--- config.mk ---
export PLATFORM = sky130hd
export DESIGN_NAME = mbps_result_fifo_flat
export DESIGN_NICKNAME = d
export VERILOG_FILES = /design/src/sv/mbps_pkg.sv /design/src/sv/mbps_out_if.sv /design/src/sv/mbps_result_fifo.sv /design/src/flat_wrapper.sv
export SDC_FILE = /design/constraint.sdc
export NUM_CORES = 1
export LEC_CHECK = 0
export ABC_AREA = 0
export BUFFER_PORTS_ARGS = -buffer_cell sky130_fd_sc_hd__buf_2
export CAP_MARGIN = 20
export CORE_MARGIN = 1
export CORE_UTILIZATION = 45
export CTS_CLUSTER_DIAMETER = 50
export CTS_CLUSTER_SIZE = 24
export DETAILED_ROUTE_END_ITERATION = 7
export PLACE_DENSITY_LB_ADDON = 0.05
export SYNTH_ARGS = -nofsm -noshare
export SYNTH_HDL_FRONTEND = slang
export SYNTH_SLANG_ARGS = --single-unit
--- constraint.sdc ---
create_clock -name clk -period 5.8 [get_ports clk]
set_clock_uncertainty 0.15 [all_clocks]
set_input_delay 0.29 -clock clk [delete_from_list [all_inputs] [get_ports clk]]
set_output_delay 0.29 -clock clk [all_outputs]
set_load 0.005 [all_outputs]
--- src/sv/mbps_pkg.sv ---
`timescale 1ns / 1ps

package mbps_pkg;

  // Fixed field widths of the request and result channels.
  localparam int BYTE_W    = 8;
  localparam int INDEX_W   = 8;
  localparam int LEN_W     = 9;
  localparam int RES_OFF_W = 32;

  // Configuration port geometry.
  localparam int ADDR_W = 3;
  localparam int DATA_W = 32;

  // Request operation codes.
  localparam logic OP_LOAD = 1'b0;
  localparam logic OP_SCAN = 1'b1;

  // Register selects, taken from paddr[2].
  localparam logic REG_LENGTH    = 1'b0;
  localparam logic REG_DIRECTION = 1'b1;

  typedef enum logic {
    ST_RUN,
    ST_REPLAY
  } mbps_state_t;

  // Control broadcast from the sequencer to every cell of the chain.
  typedef struct packed {
    logic shift;
    logic step;
    logic clear;
  } mbps_ctl_t;

  typedef struct packed {
    logic                 found;
    logic [RES_OFF_W-1:0] match_offset;
  } mbps_result_t;

endpackage

--- src/sv/mbps_out_if.sv ---
`timescale 1ns / 1ps

interface mbps_out_if import mbps_pkg::*; ();
  logic                 valid;
  logic                 ready;
  logic                 found;
  logic [RES_OFF_W-1:0] match_offset;

  modport source (
    output valid, found, match_offset,
    input  ready
  );

  modport sink (
    input  valid, found, match_offset,
    output ready
  );
endinterface

--- src/sv/mbps_result_fifo.sv ---
`timescale 1ns / 1ps

module mbps_result_fifo import mbps_pkg::*; (
  input  logic         clk,
  input  logic         rst,
  input  logic         wr_en,
  input  mbps_result_t wr_data,
  output logic         full,
  mbps_out_if.source   results
);

  mbps_result_t slot [2];
  logic [1:0]   count;
  logic         rd_en;
  logic         wr_idx;

  assign rd_en  = results.valid && results.ready;
  assign full   = count[1];
  assign wr_idx = (count == 2'd1) && !rd_en;

  assign results.valid        = (count != 2'd0);
  assign results.found        = slot[0].found;
  assign results.match_offset = slot[0].match_offset;

  // Occupancy of the two-entry output queue.
  always_ff @(posedge clk) begin
    if (rst) begin
      count <= 2'd0;
    end else begin
      count <= count + {1'b0, wr_en} - {1'b0, rd_en};
    end
  end

  // The head advances on a read; a write lands behind whatever remains.
  always_ff @(posedge clk) begin
    if (wr_en && !wr_idx) begin
      slot[0] <= wr_data;
    end else if (rd_en) begin
      slot[0] <= slot[1];
    end
    if (wr_en && wr_idx) begin
      slot[1] <= wr_data;
    end
  end

endmodule

--- src/flat_wrapper.sv ---
// flat-port wrapper written by rule: the top's interface ports become plain ports
module mbps_result_fifo_flat import mbps_pkg::*;
  (clk, rst, wr_en, wr_data, full, results_valid, results_found, results_match_offset, results_ready);
  mbps_out_if results_i ();
  input  logic clk;
  input  logic rst;
  input  logic wr_en;
  input  mbps_result_t wr_data;
  output logic full;
  output wire logic [$bits(results_i.valid)-1:0] results_valid;
  output wire logic [$bits(results_i.found)-1:0] results_found;
  output wire logic [$bits(results_i.match_offset)-1:0] results_match_offset;
  input wire logic [$bits(results_i.ready)-1:0] results_ready;
  assign results_valid = results_i.valid;
  assign results_found = results_i.found;
  assign results_match_offset = results_i.match_offset;
  assign results_i.ready = results_ready;
  mbps_result_fifo u_core (.clk(clk), .rst(rst), .wr_en(wr_en), .wr_data(wr_data), .full(full), .results(results_i));
endmodule
Yosys cells after proc, flatten, opt, wreduce, memory -nomap -nowiden
Memories as Yosys holds them, arrays and structs flattened.
Cells that the tools add are included.
{ "totals": {"inputBits": 37, "mem_count": 1, "mem_bits_rw": 66, "word_cells": 25, "output_inout_bits": 35, "ff_bits": 2} }
{ "classes": {"n_mux": 11, "add_sub_neg": 2, "n_bitwise": 1, "n_eq_ne": 1, "reduce_logical": 8} }
{ "mem_list": {"columns": ["memory", "depth", "width", "rd", "rd_ports_with_merged_regs", "write_ports", "line_no", "rtl"], "rows": [
  ["u_core.slot", 2, 33, 2, 0, 1, "mbps_result_fifo.sv:12", "mbps_result_t slot [2];"]
]} }
{ "ops": {"columns": ["op", "count"], "rows": [
  ["33-bit two-way mux", 2],
  ["33-bit OR reduction", 1],
  ["1-bit two-way mux", 9],
  ["1-bit logical AND", 4],
  ["2-bit by 1-bit adder with 2-bit output", 1],
  ["2-bit by 1-bit == test with 1-bit output (second input constant)", 1],
  ["1-bit logical NOT", 2],
  ["2-bit nonzero test", 1],
  ["2-bit by 1-bit subtractor with 2-bit output", 1],
  ["1-bit bitwise OR", 1]
]} }

Depth between registers and ports, before layout
{ "depth": {"depth_word": 10, "ltp_mapped": 7, "ltp_nobuf": 7} }

Least setup slack after synthesis
OpenSTA, ideal clock, no wires.
{ "synth_path": {"path_type": "reg-to-reg", "startpoint": "register u_core.count[1]", "endpoint": "memory u_core.slot[0][33] (netlist bit) (enable)", "setup_slack_ns": 2.209, "stages_incl_launch_ff": 3, "setup_ns": 0.471, "n_path_buf": 0, "period_less_slack_ns": 3.591, "arrival_time_ns": 2.970, "t_required_ns": 5.179, "cell_sequence": "dfxtp_1 -> nand2b_1 -> nor3b_1"} }
{ "synth_via": {"elab_chain_len": 10, "word_cells_on_any_way": 19, "cone_classes": "eq/ne: 1; mux: 9; bitwise: 1; reduce/logical: 8"} }
{ "synth_rtl": {"columns": ["item", "line_no", "rtl"], "rows": [
  ["start, declared", "mbps_result_fifo.sv:13", "logic [1:0] count;"],
  ["start signal, assigned", "mbps_result_fifo.sv:30", "count <= count + {1'b0, wr_en} - {1'b0, rd_en};"],
  ["branches (longest 10 deep; another with 33-bit OR reduction)", null, null],
  ["end, declared", "mbps_result_fifo.sv:12", null]
]} }
Parallel ways; which one is timed is not known.

Worst setup path in the final report
{ "layout_path": {"startpoint": "register u_core.count[1]", "endpoint": "memory u_core.slot[0][1] (netlist bit), data pin"} }
{ "layout_via": {"elab_chain_len": 10, "word_cells_on_any_way": 16, "cone_classes": "eq/ne: 1; mux: 7; reduce/logical: 8"} }
{ "layout_rtl": {"columns": ["item"], "rows": [
  ["branches (longest 9 deep; another with 33-bit OR reduction)"],
  ["33-bit two-way mux (no source line) *"]
]} }
Mark *: on every way between the ends.

==> metrics.cfg <==
[outcome]
status=complete, no violations

[yosys]
async_reset_ff_share_pct=0
netlist.top_cell.by_area=edfxtp_1
synth_area_sq_um=2930
syn_nets=192
yosysTopAreaCellShare_pct=67.6
synth-seq-area-share_pct=69.0
netlist_instances=153
synth_seq_cells=68
synth.area.top_cells=edfxtp_1 68%, mux2_4 15%, buf_4 8.2%
synth.most_common_cell=edfxtp_1
synth_edf_count=66
yosysWarnings=0
synth.avg_cell_area_sq_um=19.2
synth_flop_cell=edfxtp_1
synth.distinct_cells=19
synth.top_cells.by_count=66 x edfxtp_1, 32 x buf_4, 30 x mux2_4

[power]
peakVddDrop_mv=0.256
p_per_area_nw_per_um2=363
p_total_mw=1.29
p_leak_nw=1.41

[layout]
drive_gt1_share_pct=52.3
antennaDiodeCount=0
fillers=546
nNetsFinal=269
instances_no_fill=312
area_delta_synth_final_pct=21.0

[sta]
tightest_slew_ns=0.943
rsz0062_at_grt=no
hold_viol_final=0
tns_ns=0
max_freq_ghz=0.487
finalSetupViolCount=0
slew_headroom_pct=37.0
fin_crit_sh_pct=35.4
slew_violations=0
worst_slack_ns=3.75
period_minus_slack_ns=2.05
timing.hold.ws_ns=0.0135

[placement]
numPortBuffers=71
hpwl_um=2910
post-place-ws_ns=3.75
place_congestion=0.688
placed_cells=268

[die]
core-area_sq_um=6310
die_width_um=82.7
die_y_um=82.7
dieArea_sq_um=6840
num_rows=29
ioPinCount=72
start_util_pct=46.4

[global_routing]
grt_use_total_pct=14.5
grt_pass1_wl_um=6920
grt_max_degree=34
grt-ovfl-total=0
antenna_found_initial=0
first_global_vias=1489

[worst_setup_path]
crit_type=flop to flop
arrival_ns=1.98
cp-end-kind=flop
required_ns=5.73
critPathLaunchType=flop
cp_max_fo=33

[clock_network]
cts_tree=yes
cts_resized=0
cts_hold_buffers=27
h-tree-depth=3
clk_pin_slew_ns=0.07
clkSinkCount=68
post-cts-setup-buffer-count=0
cts_made_buffers=9
clk_latency_ns=0.33
cts-root-buf=clkbuf_8
clk_path_buf_depth=2

[routing]
vias=1435
antenna_left=0
drt_iter0_drc=80
wl_per_cell_um=14.3
drc=0
avgViaCountPerCell=4.60
totalWireLength_um=4460
dr.pass1.iters=4

[flow_run]
cap_viol_max_count=0

[hold_path]
hold_class=input port to flop

## worst max-delay path: stages (launching register included)
cell	delay [ns]
dfxtp_1	0.40
o21a_1	0.18
nor2b_4	0.14
buf_4	0.50
mux2_2	0.41
## cells in the final DEF (no fill, tap or decap), drive strengths merged
master / n
buf: 74
edfxtp: 66
mux2: 33
dlygate4sd3: 28
clkbuf: 10
clkinv: 4
nor2: 3
inv: 2
ha: 2
clkinvlp: 2
dfxtp: 2
nor2b: 2
or2: 1
o21a: 1
nand2b: 1
a21oi: 1
nor3b: 1
xor2: 1
xnor2: 1
## state kept, by name, indices dropped and copies added (netlist names)
| register | count |
|---|---|
| u_core.slot | 66 |
| u_core.count | 2 |
## final timing paths
path | from | end | slack, ns | cells after the start
setup / recovery | u_core.count[1]$_SDFF_PP0_ | u_core.slot[0][1]$_DFFE_PP_ | 3.75 | 4
hold / removal | wr_data[3] | u_core.slot[0][36]$_DFFE_PP_ | 0.01 | 1
setup reg to reg | u_core.count[1]$_SDFF_PP0_ | u_core.slot[0][1]$_DFFE_PP_ | 3.75 | 4
hold reg to reg | u_core.slot[0][58]$_DFFE_PP_ | u_core.slot[0][25]$_DFFE_PP_ | 0.40 | 1
## per-layer routing
metal	vias to the layer above	GRT usage (%)	share of wire (%)
met5	-	0	0
met4	0	8.28	1.6
met3	10	4.29	5.3
met2	50	23.9	49
met1	689	16.9	43
li1	686	-	-
## layout make-up
cell class	instances	area (sq um)	area share, %
Inverter	2	7.51	0.212
Tap cell	77	96.3	2.72
Clock buffer	10	128	3.60
Sequential cell	68	2020	57.0
Clock inverter	6	31.3	0.882
Multi-Input combinational cell	47	603	17.0
Timing Repair Buffer	102	658	18.6
## kinds of logic (layout without fill, tap and decap cells)
logic type | Yosys count | count (layout) | synth area share (%)
compound gates | 2 | 2 | 0.427
flops | 68 | 68 | 69.0
buf+inv | 38 | 120 | 10.9
xor+xnor | 2 | 2 | 0.598
mux | 33 | 33 | 16.5
simple gates | 8 | 8 | 1.75
fa+ha+maj | 2 | 2 | 0.853
## metrics by stage
stage | util [%] | area, sq um
finish | 56.2 | 3550
global route | 56.2 | 3550
CTS | 56.0 | 3540
detailed placement | 49.2 | 3110
global placement | 49.2 | 3110
floorplan | - | 2930
## report_power, final
group	internal, mW	leakage [nW]	switching, mW
Sequential	0.654	0.638	0.0262
Clock	0.150	0.0748	0.163
Combinational	0.153	0.696	0.143
Power figures use the tool's default switching activity.
