<file path="src/sv/mbps_pkg.sv">
`timescale 1ns / 1ps

package mbps_pkg;

  // Fixed field widths of the request and result channels.
  localparam int BYTE_W    = 8;
  localparam int INDEX_W   = 8;
  localparam int LEN_W     = 9;
  localparam int RES_OFF_W = 32;

  // Configuration port geometry.
  localparam int ADDR_W = 3;
  localparam int DATA_W = 32;

  // Request operation codes.
  localparam logic OP_LOAD = 1'b0;
  localparam logic OP_SCAN = 1'b1;

  // Register selects, taken from paddr[2].
  localparam logic REG_LENGTH    = 1'b0;
  localparam logic REG_DIRECTION = 1'b1;

  typedef enum logic {
    ST_RUN,
    ST_REPLAY
  } mbps_state_t;

  // Control broadcast from the sequencer to every cell of the chain.
  typedef struct packed {
    logic shift;
    logic step;
    logic clear;
  } mbps_ctl_t;

  typedef struct packed {
    logic                 found;
    logic [RES_OFF_W-1:0] match_offset;
  } mbps_result_t;

endpackage

</file>
<file path="src/sv/mbps_cell.sv">
`timescale 1ns / 1ps

module mbps_cell import mbps_pkg::*; (
  input  logic              clk,
  input  logic              rst,
  input  mbps_ctl_t         ctl,
  input  logic [BYTE_W-1:0] feed_byte,
  input  logic              load_en,
  input  logic [BYTE_W-1:0] load_value,
  input  logic              load_care,
  input  logic [BYTE_W-1:0] win_in,
  output logic [BYTE_W-1:0] win_out,
  input  logic              fwd_in,
  output logic              fwd,
  output logic              fwd_next,
  input  logic              bwd_in,
  output logic              bwd,
  output logic              bwd_next
);

  logic [BYTE_W-1:0] pat_value;
  logic              pat_care;
  logic [BYTE_W-1:0] win_byte;
  logic              entry_ok;

  // This cell's pattern entry accepts the broadcast byte when it is equal or a wildcard.
  assign entry_ok = (pat_value == feed_byte) || !pat_care;

  // Forward partial matches grow toward higher entries, backward ones toward entry 0.
  assign fwd_next = fwd_in && entry_ok;
  assign bwd_next = bwd_in && entry_ok;
  assign win_out  = win_byte;

  // Pattern entry and window byte hold payload only.
  always_ff @(posedge clk) begin
    if (load_en) begin
      pat_value <= load_value;
      pat_care  <= load_care;
    end
    if (ctl.shift) begin
      win_byte <= win_in;
    end
  end

  // Partial match flags.
  always_ff @(posedge clk) begin
    if (rst) begin
      fwd <= 1'b0;
      bwd <= 1'b0;
    end else if (ctl.clear) begin
      fwd <= 1'b0;
      bwd <= 1'b0;
    end else if (ctl.step) begin
      fwd <= fwd_next;
      bwd <= bwd_next;
    end
  end

endmodule

</file>
<file path="config.mk">
export PLATFORM = sky130hd
export DESIGN_NAME = mbps_cell
export DESIGN_NICKNAME = d
export VERILOG_FILES = /design/src/sv/mbps_pkg.sv /design/src/sv/mbps_cell.sv
export SDC_FILE = /design/constraint.sdc
export NUM_CORES = 1
export LEC_CHECK = 0
export ABC_AREA = 1
export BUFFER_PORTS_ARGS = -buffer_cell sky130_fd_sc_hd__buf_2
export CORE_MARGIN = 2
export CORE_UTILIZATION = 39
export CTS_BUF_LIST = sky130_fd_sc_hd__clkbuf_4
export DETAILED_ROUTE_END_ITERATION = 10
export PLACE_DENSITY = 0.77
export SLEW_MARGIN = 5
export SYNTH_ARGS = -nofsm -noshare
export SYNTH_HDL_FRONTEND = slang
export SYNTH_SLANG_ARGS = --single-unit
</file>
<file path="constraint.sdc">
create_clock -name clk -period 0.9 [get_ports clk]
set_input_delay 0.045 -clock clk [delete_from_list [all_inputs] [get_ports clk]]
set_output_delay 0.045 -clock clk [all_outputs]
set_load 0.02 [all_outputs]
</file>
## Word-level counts from Yosys, hierarchy flattened

Cells that the tools add are included.

| word-level totals | value |
|---|---|
| bits in latches | 0 |
| memory bits (read-only) | 0 |
| memory bits (writable) | 0 |
| output and inout bits | 12 |
| flip-flop bits (word level) | 19 |
| memories kept | 0 |
| word-level logic and storage cells | 11 |

| operators by class | value |
|---|---|
| equality and inequality tests | 1 |
| bitwise logic cells | 0 |
| multiply operators | 0 |
| reduce and logical (&&, ||, !) cells | 5 |
| divide/modulo/power cells | 0 |
| shift-type cells | 0 |
| $lt $le $gt $ge | 0 |
| add/subtract/negate cells | 0 |
| multiplexer cells | 0 |

Operators with widths:

| operator | count |
|---|---|
| $eq A8 B8 Y1 | 1 |
| $logic_and A1 B1 Y1 | 2 |
| $reduce_or A2 Y1 | 1 |
| $logic_not A1 Y1 | 1 |
| $logic_or A1 B1 Y1 | 1 |

## Depth between registers and ports, before layout

Gate-level depths: netlist (run 1).

| depth | value |
|---|---|
| depth in word-level cells | 3 |
| gate-level depth with buffers | 9 |

## Worst setup path before layout (run 1)

OpenSTA, ideal clock, no wires.

| timing path | value |
|---|---|
| path kind | reg2out |
| start point | register pat_value[4] |
| end point | output port bwd_next |
| path slack | -0.088 ns |
| data required time | 0.855 ns |
| arrival | 0.943 ns |
| stages on the path, launching flop included | 8 |
| path through | edfxtp_1 -> xnor2_1 -> nand2_1 -> nor2_1 -> nand2_1 -> nand2_1 -> nand2_1 -> inv_1 |

| on the way | value |
|---|---|
| cells in the longest elaborated chain, start to end | 3 |

Ends and longest elaborated chain:

| what | RTL line | text |
|---|---|---|
| start: declaration | mbps_cell.sv:21 | `logic [BYTE_W-1:0] pat_value;` |
| start signal: assignment | mbps_cell.sv:37 | `pat_value <= load_value;` |
| $eq A8 B8 Y1 | mbps_cell.sv:27 | `assign entry_ok = (pat_value == feed_byte) \|\| !pat_care;` |
| $logic_or A1 B1 Y1 | mbps_cell.sv:27 |  |
| $logic_and A1 B1 Y1 | mbps_cell.sv:31 | `assign bwd_next = bwd_in && entry_ok;` |
| end: declaration | mbps_cell.sv:18 | `output logic bwd_next` |

No other way between the ends.

## Final worst setup path (run 1)

| timing path | value |
|---|---|
| start point | register pat_value[3] |
| end point | output port bwd_next |

The elaborated chain is that of the path after synthesis.

==> flow_summary_export.csv, run 1 <==
group,metric,value,unit
status,status,"finished, violations left",
status,violations,"negative setup slack",
power_and_ir_drop,peakVddDrop,1.24,mV
routing,wl_per_cell,11.3,µm
power_and_ir_drop,clockPowerShare,23.5,%
logic_synthesis,avgSynthCellArea,12.8,µm²
logic_synthesis,synth_area_leaders,"edfxtp_1, nand2_1, xnor2_1, dfxtp_1, inv_1",
power_and_ir_drop,power.total,0.00187,W
run,maxCapViolations,0,
routing,drt_iter0_drc,1,
logic_synthesis,synth_nets,89,
layout,final_nets,160,
clock_network,clk_latency,0.29,ns
global_route,antenna_found_initial,0,
global_route,grt_pass1_vias,627,
power_and_ir_drop,leakage,0.597,nW
routing,first_pass_iters,3,
floorplanning,initial_core_util,41.7,%
sta,max_slew_margin,81.7,%
sta,clock_skew,0.0109,ns
layout,num_antenna_cells,0,
logic_synthesis,ys_ff_latch,19,
global_route,grt_pass1_wl,2330,µm
global_route,use_met3,5.38,%
logic_synthesis,ys_warn_count,0,
layout,area_growth,78.8,%
clock_network,cts_tree,"done",
sta,setup_ws,-0.532,ns
layout,drive_gt1_share,46.8,%
logic_synthesis,yosys.area.top_type_share,71.0,%
logic_synthesis,synth_edf_count,17,
floorplanning,die_h,47.0,µm
placed_design,post-dp-hpwl,1110,µm
global_route,met1_usage,14.6,%
placed_design,place_congestion,0.655,
logic_synthesis,yosys_most_used_dff,"edfxtp_1",
sta,hold_violations,0,
clock_network,clk_pin_slew,0.11,ns
clock_network,numCtsBuffers,3,
floorplanning,design.die.area,0.00220,mm²
sta,rsz0062_at_grt,"yes",
floorplanning,pin_count,45,
worst_setup_path,startpoint_type,"flip-flop",
worst_setup_path,worstPathRequired,0.85,ns
sta,drv_slew,0,
clock_network,cts_num_sinks,19,
clock_network,htree_levels,1,
worst_setup_path,worst-path-max-fanout,2,
global_route,grt_use_total,16.0,%
layout,fin_area,0.00129,mm²
worst_setup_path,criticalPathCategory,"flip-flop to primary output",
power_and_ir_drop,p_int,0.00145,W
sta,fmax,698,MHz
logic_synthesis,syn_area,719,µm²
power_and_ir_drop,cellPowerDensity,1460,mW/mm²
hold_path,hp-class,"input pin to flip-flop",
placed_design,io_buffers,44,
logic_synthesis,synth_commonest_cells,"edfxtp_1, nand2_1, inv_1, xnor2_1, nor2_1",
sta,tightest_slew,0.272,ns
power_and_ir_drop,p_sw,0.000426,W
floorplanning,die_w,47.0,µm
global_route,met2_usage,30.7,%
global_route,overflow,0,
routing,vias_per_cell,4.15,
power_and_ir_drop,swShare,22.7,%
power_and_ir_drop,power_frac_comb,19.8,%
logic_synthesis,yosysTopAreaCell,"edfxtp_1",
logic_synthesis,async_flop_share,0,%
placed_design,placed_cell_area,971,µm²
sta,fin_crit_sh,159,%
worst_setup_path,critPathCaptureType,"primary output",
global_route,grt_max_degree,11,
logic_synthesis,synth_cell_types,8,
logic_synthesis,syn_inst,56,
routing,vias,626,
sta,setup_violations,5,
routing,wl,1710,µm
floorplanning,coreArea,0.00173,mm²
clock_network,clock_path_buffers,2,
clock_network,root_buffer,"clkbuf_4",
logic_synthesis,ys_seq_area_share,76.5,%
routing,postRouteAntennaNets,0,
worst_setup_path,arrival,1.39,ns
sta,min_period,1.43,ns
floorplanning,placementRows,15,
power_and_ir_drop,seqPwrFrac,56.7,%
routing,drc,0,
global_route,grt-busiest-layer,"met2",
layer usage:
layer	share of wire, %	up-vias
li1	-	320
met1	32	276
met2	58	28
met3	8.8	2
met4	0.64	0
met5	0	-
power groups by stage:
stage | Sequential (W) | Clock, W | Combinational, W
after global routing | 0.00107 | 0.000482 | 0.000400
after global placement | 0.00107 | 0 | 0.000237
after CTS | 0.00106 | 0.000457 | 0.000333
after floorplan | 0.00112 | 0 | 0.0000720
final | 0.00106 | 0.000441 | 0.000371
after detailed placement | 0.00107 | 0 | 0.000245
registers in the layout (all words and copies together), names as in the netlist:
name	count
fwd	1
pat_value	8
pat_care	1
bwd	1
win_out	8
cell type report:
| type | instances | area [µm²] |
|---|---|---|
| clock buffer | 4 | 30.0 |
| fill | 136 | 440 |
| inverter | 8 | 30.0 |
| multi-input combinational | 29 | 154 |
| sequential | 19 | 551 |
| tap | 25 | 31.3 |
| timing repair buffer | 66 | 490 |
timing repair:
item                                    CTS  global route
hold endpoints to repair                 19             0
setup buffers                             3             2
resized for setup                        10            14
hold buffers                             18             0
endpoints found under the setup margin    5            11
pin swaps                                 3             3
worst paths after layout:
check | start | end | cells past startpoint | slack [ns]
hold / removal | rst | fwd | 4 | 0.06
hold reg to reg | fwd | fwd | 2 | 0.62
setup / recovery | pat_value[3] | bwd_next | 8 | -0.53
setup reg to reg | pat_value[3] | fwd | 9 | -0.46
stage by stage:
stage	TNS (ns)	hold WS, ns	instances	utilization (%)	setup WS (ns)
floorplan	-0.272	0.138	56	-	-0.0832
global placement	-0.834	0.221	125	56.2	-0.224
detailed placement	-1.01	0.223	125	56.2	-0.274
CTS	-1.87	0.0293	149	71.2	-0.565
global route	-2.63	0.0596	151	74.5	-0.665
finish	-1.98	0.0559	151	74.5	-0.532
worst max-delay path, cell delays in order, from the launching register on:
cell,delay (ns)
edfxtp_1,0.40
xnor2_1,0.16
nand2_1,0.07
nor2_1,0.10
nand2_1,0.07
nand2_2,0.08
nand2_2,0.07
inv_2,0.05
buf_6,0.10
cell usage in the layout, fill, tap and decap left out:
cell type and n:
buf_2 35, clkbuf_4 4, buf_6 10, a21oi_2 2, buf_4 3, nor2_1 3, xnor2_1 5, dfxtp_1 2
inv_1 6, dlygate4sd3_1 18, nand2_1 14, o21ai_0 2, edfxtp_1 17, nand2_2 3, inv_2 2
logic make-up (layout without fill, tap and decap cells):
family	after synthesis	count (layout)	synth area share (%)
and+or+nand+nor	20	20	10.4
xor gates and xnor gates	5	5	6.09
buffers and inverters	8	78	4.17
DFF	19	19	76.5
AOI/OAI and AO/OA	4	4	2.78
Power figures use the tool's default switching activity.
==> run 2, diff against run 1 <==
Settings changed: CORE_MARGIN 2 to unset.
==> run 2 against run 1 <==
  * Clock power shrank 1%
  * Highest routed layer unchanged
  * Sequential power barely moved
  * Sequential cell count is the same
  * Register-to-register slack hardly changed
  * The run still ends with negative setup slack left
  * Critical path depth did not move
  * Sequential share of layout area rose by 0.89 points
  * Utilization is 1.5 points lower
  * Largest power group unchanged
  * Worst hold slack worse by 0.035 ns
  * Global-route usage fell by 0.77 points
  * Critical endpoint is now fwd_next
  * Clock skew fell by 0.0085 ns
  * Wire length is 11% lower
==> flow_summary_export.csv, run 2 (synthesis results as in run 1) <==
group,metric,value,unit
layout,mostFrequentLayoutCells,"buf_2, dlygate4sd3_1, edfxtp_1",
layout,final_common_cell,"buf_2",
worst_setup_path,slowest_delay,0.39,ns
routing,vias,596,
sta,fin_crit_sh,159,%
routing,postRouteAntennaNets,0,
sta,fin_tns_setup,-1.76,ns
global_route,grt_use_total,15.3,%
sta,min_period,1.43,ns
global_route,antenna_found_initial,0,
floorplanning,initial_core_util,41.7,%
worst_setup_path,worst-path-max-fanout,2,
floorplanning,placementRows,15,
clock_network,numCtsBuffers,3,
routing,vias_per_cell,4.00,
status,violations,"negative setup slack",
worst_setup_path,critPathCaptureType,"primary output",
sta,drv_slew,0,
routing,drc,0,
clock_network,clock_path_buffers,2,
clock_network,clk_latency,0.28,ns
layout,final_cells,149,
sta,holdWs,0.0205,ns
worst_setup_path,startpoint_type,"flip-flop",
worst_setup_path,worstPathRequired,0.85,ns
layout,num_antenna_cells,0,
clock_network,cts_num_sinks,19,
power_and_ir_drop,peakVddDrop,1.16,mV
routing,drt_iter0_drc,2,
global_route,grt_pass1_vias,557,
sta,setup_violations,4,
placed_design,placed_cell_area,971,µm²
status,status,"finished, violations left",
layout,drive_gt1_share,46.0,%
power_and_ir_drop,cellPowerDensity,1470,mW/mm²
sta,max_slew_margin,83.2,%
hold_path,hp-class,"input pin to flip-flop",
layout,final_nets,158,
global_route,overflow,0,
placed_design,post-dp-hpwl,998,µm
run,maxCapViolations,0,
placed_design,io_buffers,44,
layout,area_growth,75.1,%
layout,fin_area,0.00126,mm²
floorplanning,coreArea,0.00173,mm²
sta,fmax,701,MHz
global_route,grt_max_degree,11,
worst_setup_path,worst_path_max_delay_cell,"edfxtp_1",
worst_setup_path,arrival,1.38,ns
routing,wl_per_cell,10.2,µm
clock_network,root_buffer,"clkbuf_4",
layout,fin_util,73.0,%
placed_design,dp_cells,125,
sta,hold_violations,0,
routing,first_pass_iters,2,
sta,rsz0062_at_grt,"yes",
sta,tightest_slew,0.249,ns
sta,clock_skew,0.00235,ns
clock_network,htree_levels,1,
worst_setup_path,criticalPathCategory,"flip-flop to primary output",
floorplanning,pin_count,45,
floorplanning,die_h,45.0,µm
global_route,grt_pass1_wl,2050,µm
routing,wl,1520,µm
placed_design,place_congestion,0.716,
floorplanning,design.die.area,0.00202,mm²
floorplanning,die_w,45.0,µm
clock_network,cts_tree,"done",
clock_network,clk_pin_slew,0.10,ns
power_and_ir_drop,leakage,0.585,nW
worst_setup_path,crit_chain,"xnor2_1 -> nand2_1 -> nor2_1 -> nand2_1 -> nand2_2 -> nand2_2 -> inv_2 -> buf_6",
sta,setup_ws,-0.527,ns
run 2: cell count changes in the layout (fill, tap and decap cells not counted):
cell | previous run | this run
a21oi_1 | 0 | 1
a21oi_2 | 2 | 1
buf_2 | 35 | 36
buf_4 | 3 | 2
buf_6 | 10 | 8
nor2_1 | 3 | 2
nor2_2 | 0 | 1
run 2: what timing repair did:
item | in CTS | in global routing
hold buffers | 18 | 0
resized for setup | 5 | 16
endpoints found under the setup margin | 4 | 12
hold endpoints to repair | 19 | 0
buffers inserted | 1 | 1
pin swaps | 7 | 6
run 2: final cells by class:
class	instances	area [µm²]
multi-input cells	29	153
inverters	8	30.0
well taps	25	31.3
flip-flops and latches	19	551
clock buffers	4	30.0
fillers	118	467
repair buffers	64	465
run 2: path summary, 6_finish.rpt:
kind         cells past startpoint         start  slack, ns       end
max                              8  pat_value[4]      -0.53  fwd_next
min                              4           rst       0.02       bwd
max reg2reg                      9  pat_value[4]      -0.46       fwd
min reg2reg                      2           bwd       0.57       bwd
run 2: critical path, delay by kind of cell, from the launching register on:
family / cells / cell delay (ns)
xor gates and xnor gates: 1 / 0.17
buffers and inverters: 2 / 0.15
DFF: 1 / 0.39
and+or+nand+nor: 5 / 0.38
run 2: metrics by stage:
step	total power (W)	setup WS, ns
floorplan	0.00119	-0.0832
global placement	0.00131	-0.200
detailed placement	0.00132	-0.229
CTS	0.00182	-0.531
global route	0.00194	-0.668
finish	0.00185	-0.527
run 2: power breakdown:
group	internal (W)	switching, W
Clock	0.000202	0.000233
Sequential	0.00103	0.0000271
Combinational	0.000201	0.000153
run 2: metal layers:
metal  vias up  GRT usage (%)  part of all wire (%)
met1       244           15.9                    42
met4         0           10.9                   1.2
li1        317              -                     -
met2        33           25.2                    46
met5         -              0                     0
met3         2           5.60                    11
==> run 3, diff against run 2 <==
Settings changed: CORE_ASPECT_RATIO set to 0.8.
==> run 3 against run 2 <==
  * The flow still finishes with violations (negative setup slack)
  * Register-to-register slack improved by 0.10 ns
  * Die area about the same
  * Sequential share of layout area increased by 0.67 points
  * First-iteration DRC count decreased by 50%
  * Clock skew decreased by 0.0020 ns
  * Cell area decreased by 1.3%
  * Setup slack got worse by 0.038 ns
  * Maximum frequency decreased by 2.6%
  * Utilization increased by 1.3 points
  * Power increased by 0.15%
  * Final cell count decreased by 2.7%
  * Global-route usage increased by 2.9 points
==> flow_summary_export.csv, run 3 (synthesis results as in run 1) <==
group,metric,value,unit
layout,final_common_cell,"buf_2",
routing,postRouteAntennaNets,0,
routing,vias,626,
placed_design,place_ws,-0.280,ns
sta,min_period,1.46,ns
sta,fin_crit_sh,163,%
sta,setup_ws,-0.564,ns
routing,vias_per_cell,4.32,
power_and_ir_drop,cellPowerDensity,1490,mW/mm²
power_and_ir_drop,power.total,0.00185,W
floorplanning,die_h,40.4,µm
routing,wl_per_cell,11.5,µm
clock_network,cts_num_sinks,19,
global_route,grt_max_degree,11,
placed_design,place_congestion,0.627,
hold_path,hp-class,"input pin to flip-flop",
worst_setup_path,worst_path_max_delay_cell,"edfxtp_1",
worst_setup_path,startpoint_type,"flip-flop",
sta,tightest_slew,0.241,ns
sta,clock_skew,0.000318,ns
sta,max_slew_margin,83.8,%
power_and_ir_drop,leakage,0.579,nW
clock_network,numCtsBuffers,3,
routing,drt_iter0_drc,1,
status,status,"finished, violations left",
floorplanning,initial_core_util,42.9,%
sta,setup_violations,4,
floorplanning,design.die.area,0.00202,mm²
layout,drive_gt1_share,45.5,%
floorplanning,placementRows,13,
sta,hold_violations,0,
floorplanning,pin_count,45,
layout,mostFrequentLayoutCells,"buf_2, dlygate4sd3_1, edfxtp_1",
worst_setup_path,crit_chain,"xnor2_1 -> nand2_1 -> nor2_1 -> nand2_1 -> nand2_2 -> nand2_2 -> inv_2 -> buf_6",
status,violations,"negative setup slack",
clock_network,clock_path_buffers,2,
routing,wl,1670,µm
worst_setup_path,critPathCaptureType,"primary output",
global_route,antenna_found_initial,0,
worst_setup_path,criticalPathCategory,"flip-flop to primary output",
run,maxCapViolations,0,
sta,holdWs,0.0125,ns
clock_network,clk_pin_slew,0.10,ns
global_route,grt_use_total,18.1,%
routing,drc,0,
worst_setup_path,worst-path-max-fanout,2,
clock_network,htree_levels,1,
global_route,grt_pass1_wl,2520,µm
clock_network,clk_latency,0.28,ns
sta,rsz0062_at_grt,"yes",
global_route,overflow,0,
placed_design,post-dp-hpwl,1070,µm
layout,final_nets,157,
global_route,grt_pass1_vias,634,
worst_setup_path,arrival,1.42,ns
floorplanning,coreArea,0.00168,mm²
sta,drv_slew,0,
placed_design,io_buffers,44,
clock_network,cts_tree,"done",
sta,fmax,683,MHz
clock_network,root_buffer,"clkbuf_4",
layout,num_antenna_cells,0,
worst_setup_path,slowest_delay,0.40,ns
worst_setup_path,worstPathRequired,0.85,ns
power_and_ir_drop,peakVddDrop,1.20,mV
layout,area_growth,72.9,%
routing,first_pass_iters,2,
floorplanning,die_w,50.0,µm
==> run 3: changes by cell type in the layout (fill, tap and decap cells not counted), sizes merged <==
cell / before / now
buf: 46 / 45
==> run 3: through the flow <==
stage          TNS [ns]  instance area [µm²]  cells  utilization [%]
6_report          -1.73                 1240    145             74.2
2_1_floorplan    -0.272                  719     56                -
5_1_grt           -2.39                 1240    145             74.2
3_3_place_gp     -0.746                  967    122             57.7
3_5_place_dp      -1.02                  967    122             57.7
4_1_cts           -1.74                 1210    145             72.1
==> run 3: path summary, 6_finish.rpt <==
check | startpoint | end | slack, ns | cells past startpoint
setup / recovery | pat_value[7] | fwd_next | -0.56 | 8
hold / removal | rst | bwd | 0.01 | 4
setup reg to reg | pat_value[7] | fwd | -0.36 | 8
hold reg to reg | bwd | bwd | 0.55 | 2
==> run 3: what timing repair did <==
item                                   CTS  global route
setup endpoints to repair                4            12
setup buffers                            1             0
pin swaps                                5             5
endpoints found under the hold margin   19             0
hold buffers                            18             0
gates resized for setup                  8            12
==> run 3: final cells by class <==
type / count / area (µm²)
Clock buffer: 4 / 30.0
Fill cell: 111 / 432
Inverter: 8 / 30.0
Multi-Input combinational cell: 29 / 150
Sequential cell: 19 / 552
Tap cell: 22 / 27.5
Timing Repair Buffer: 63 / 454
==> run 3: critical path, delay by kind of cell, from the launching register on <==
kind                   cells  cell delay [ns]
XOR/XNOR                   1             0.15
flip-flops                 1             0.40
buffers and inverters      2             0.17
AND/OR/NAND/NOR            5             0.43
==> run 3: metal layers <==
metal  track usage, %  vias up  routed length [µm]  part of all wire [%]
li1                 -      316                   -                     -
met5                0        -                   0                     0
met4             7.86        0                  21                   1.3
met1             17.3      278                 640                    38
met3             7.58        2                 142                   8.5
met2             35.7       30                 868                    52
==> run 3: power by group <==
group	internal, W	switching, W	total [W]	leakage, nW
sequential	0.00103	0.0000291	0.00106	0.183
combinational	0.000194	0.000152	0.000347	0.378
clock	0.000202	0.000240	0.000442	0.0184
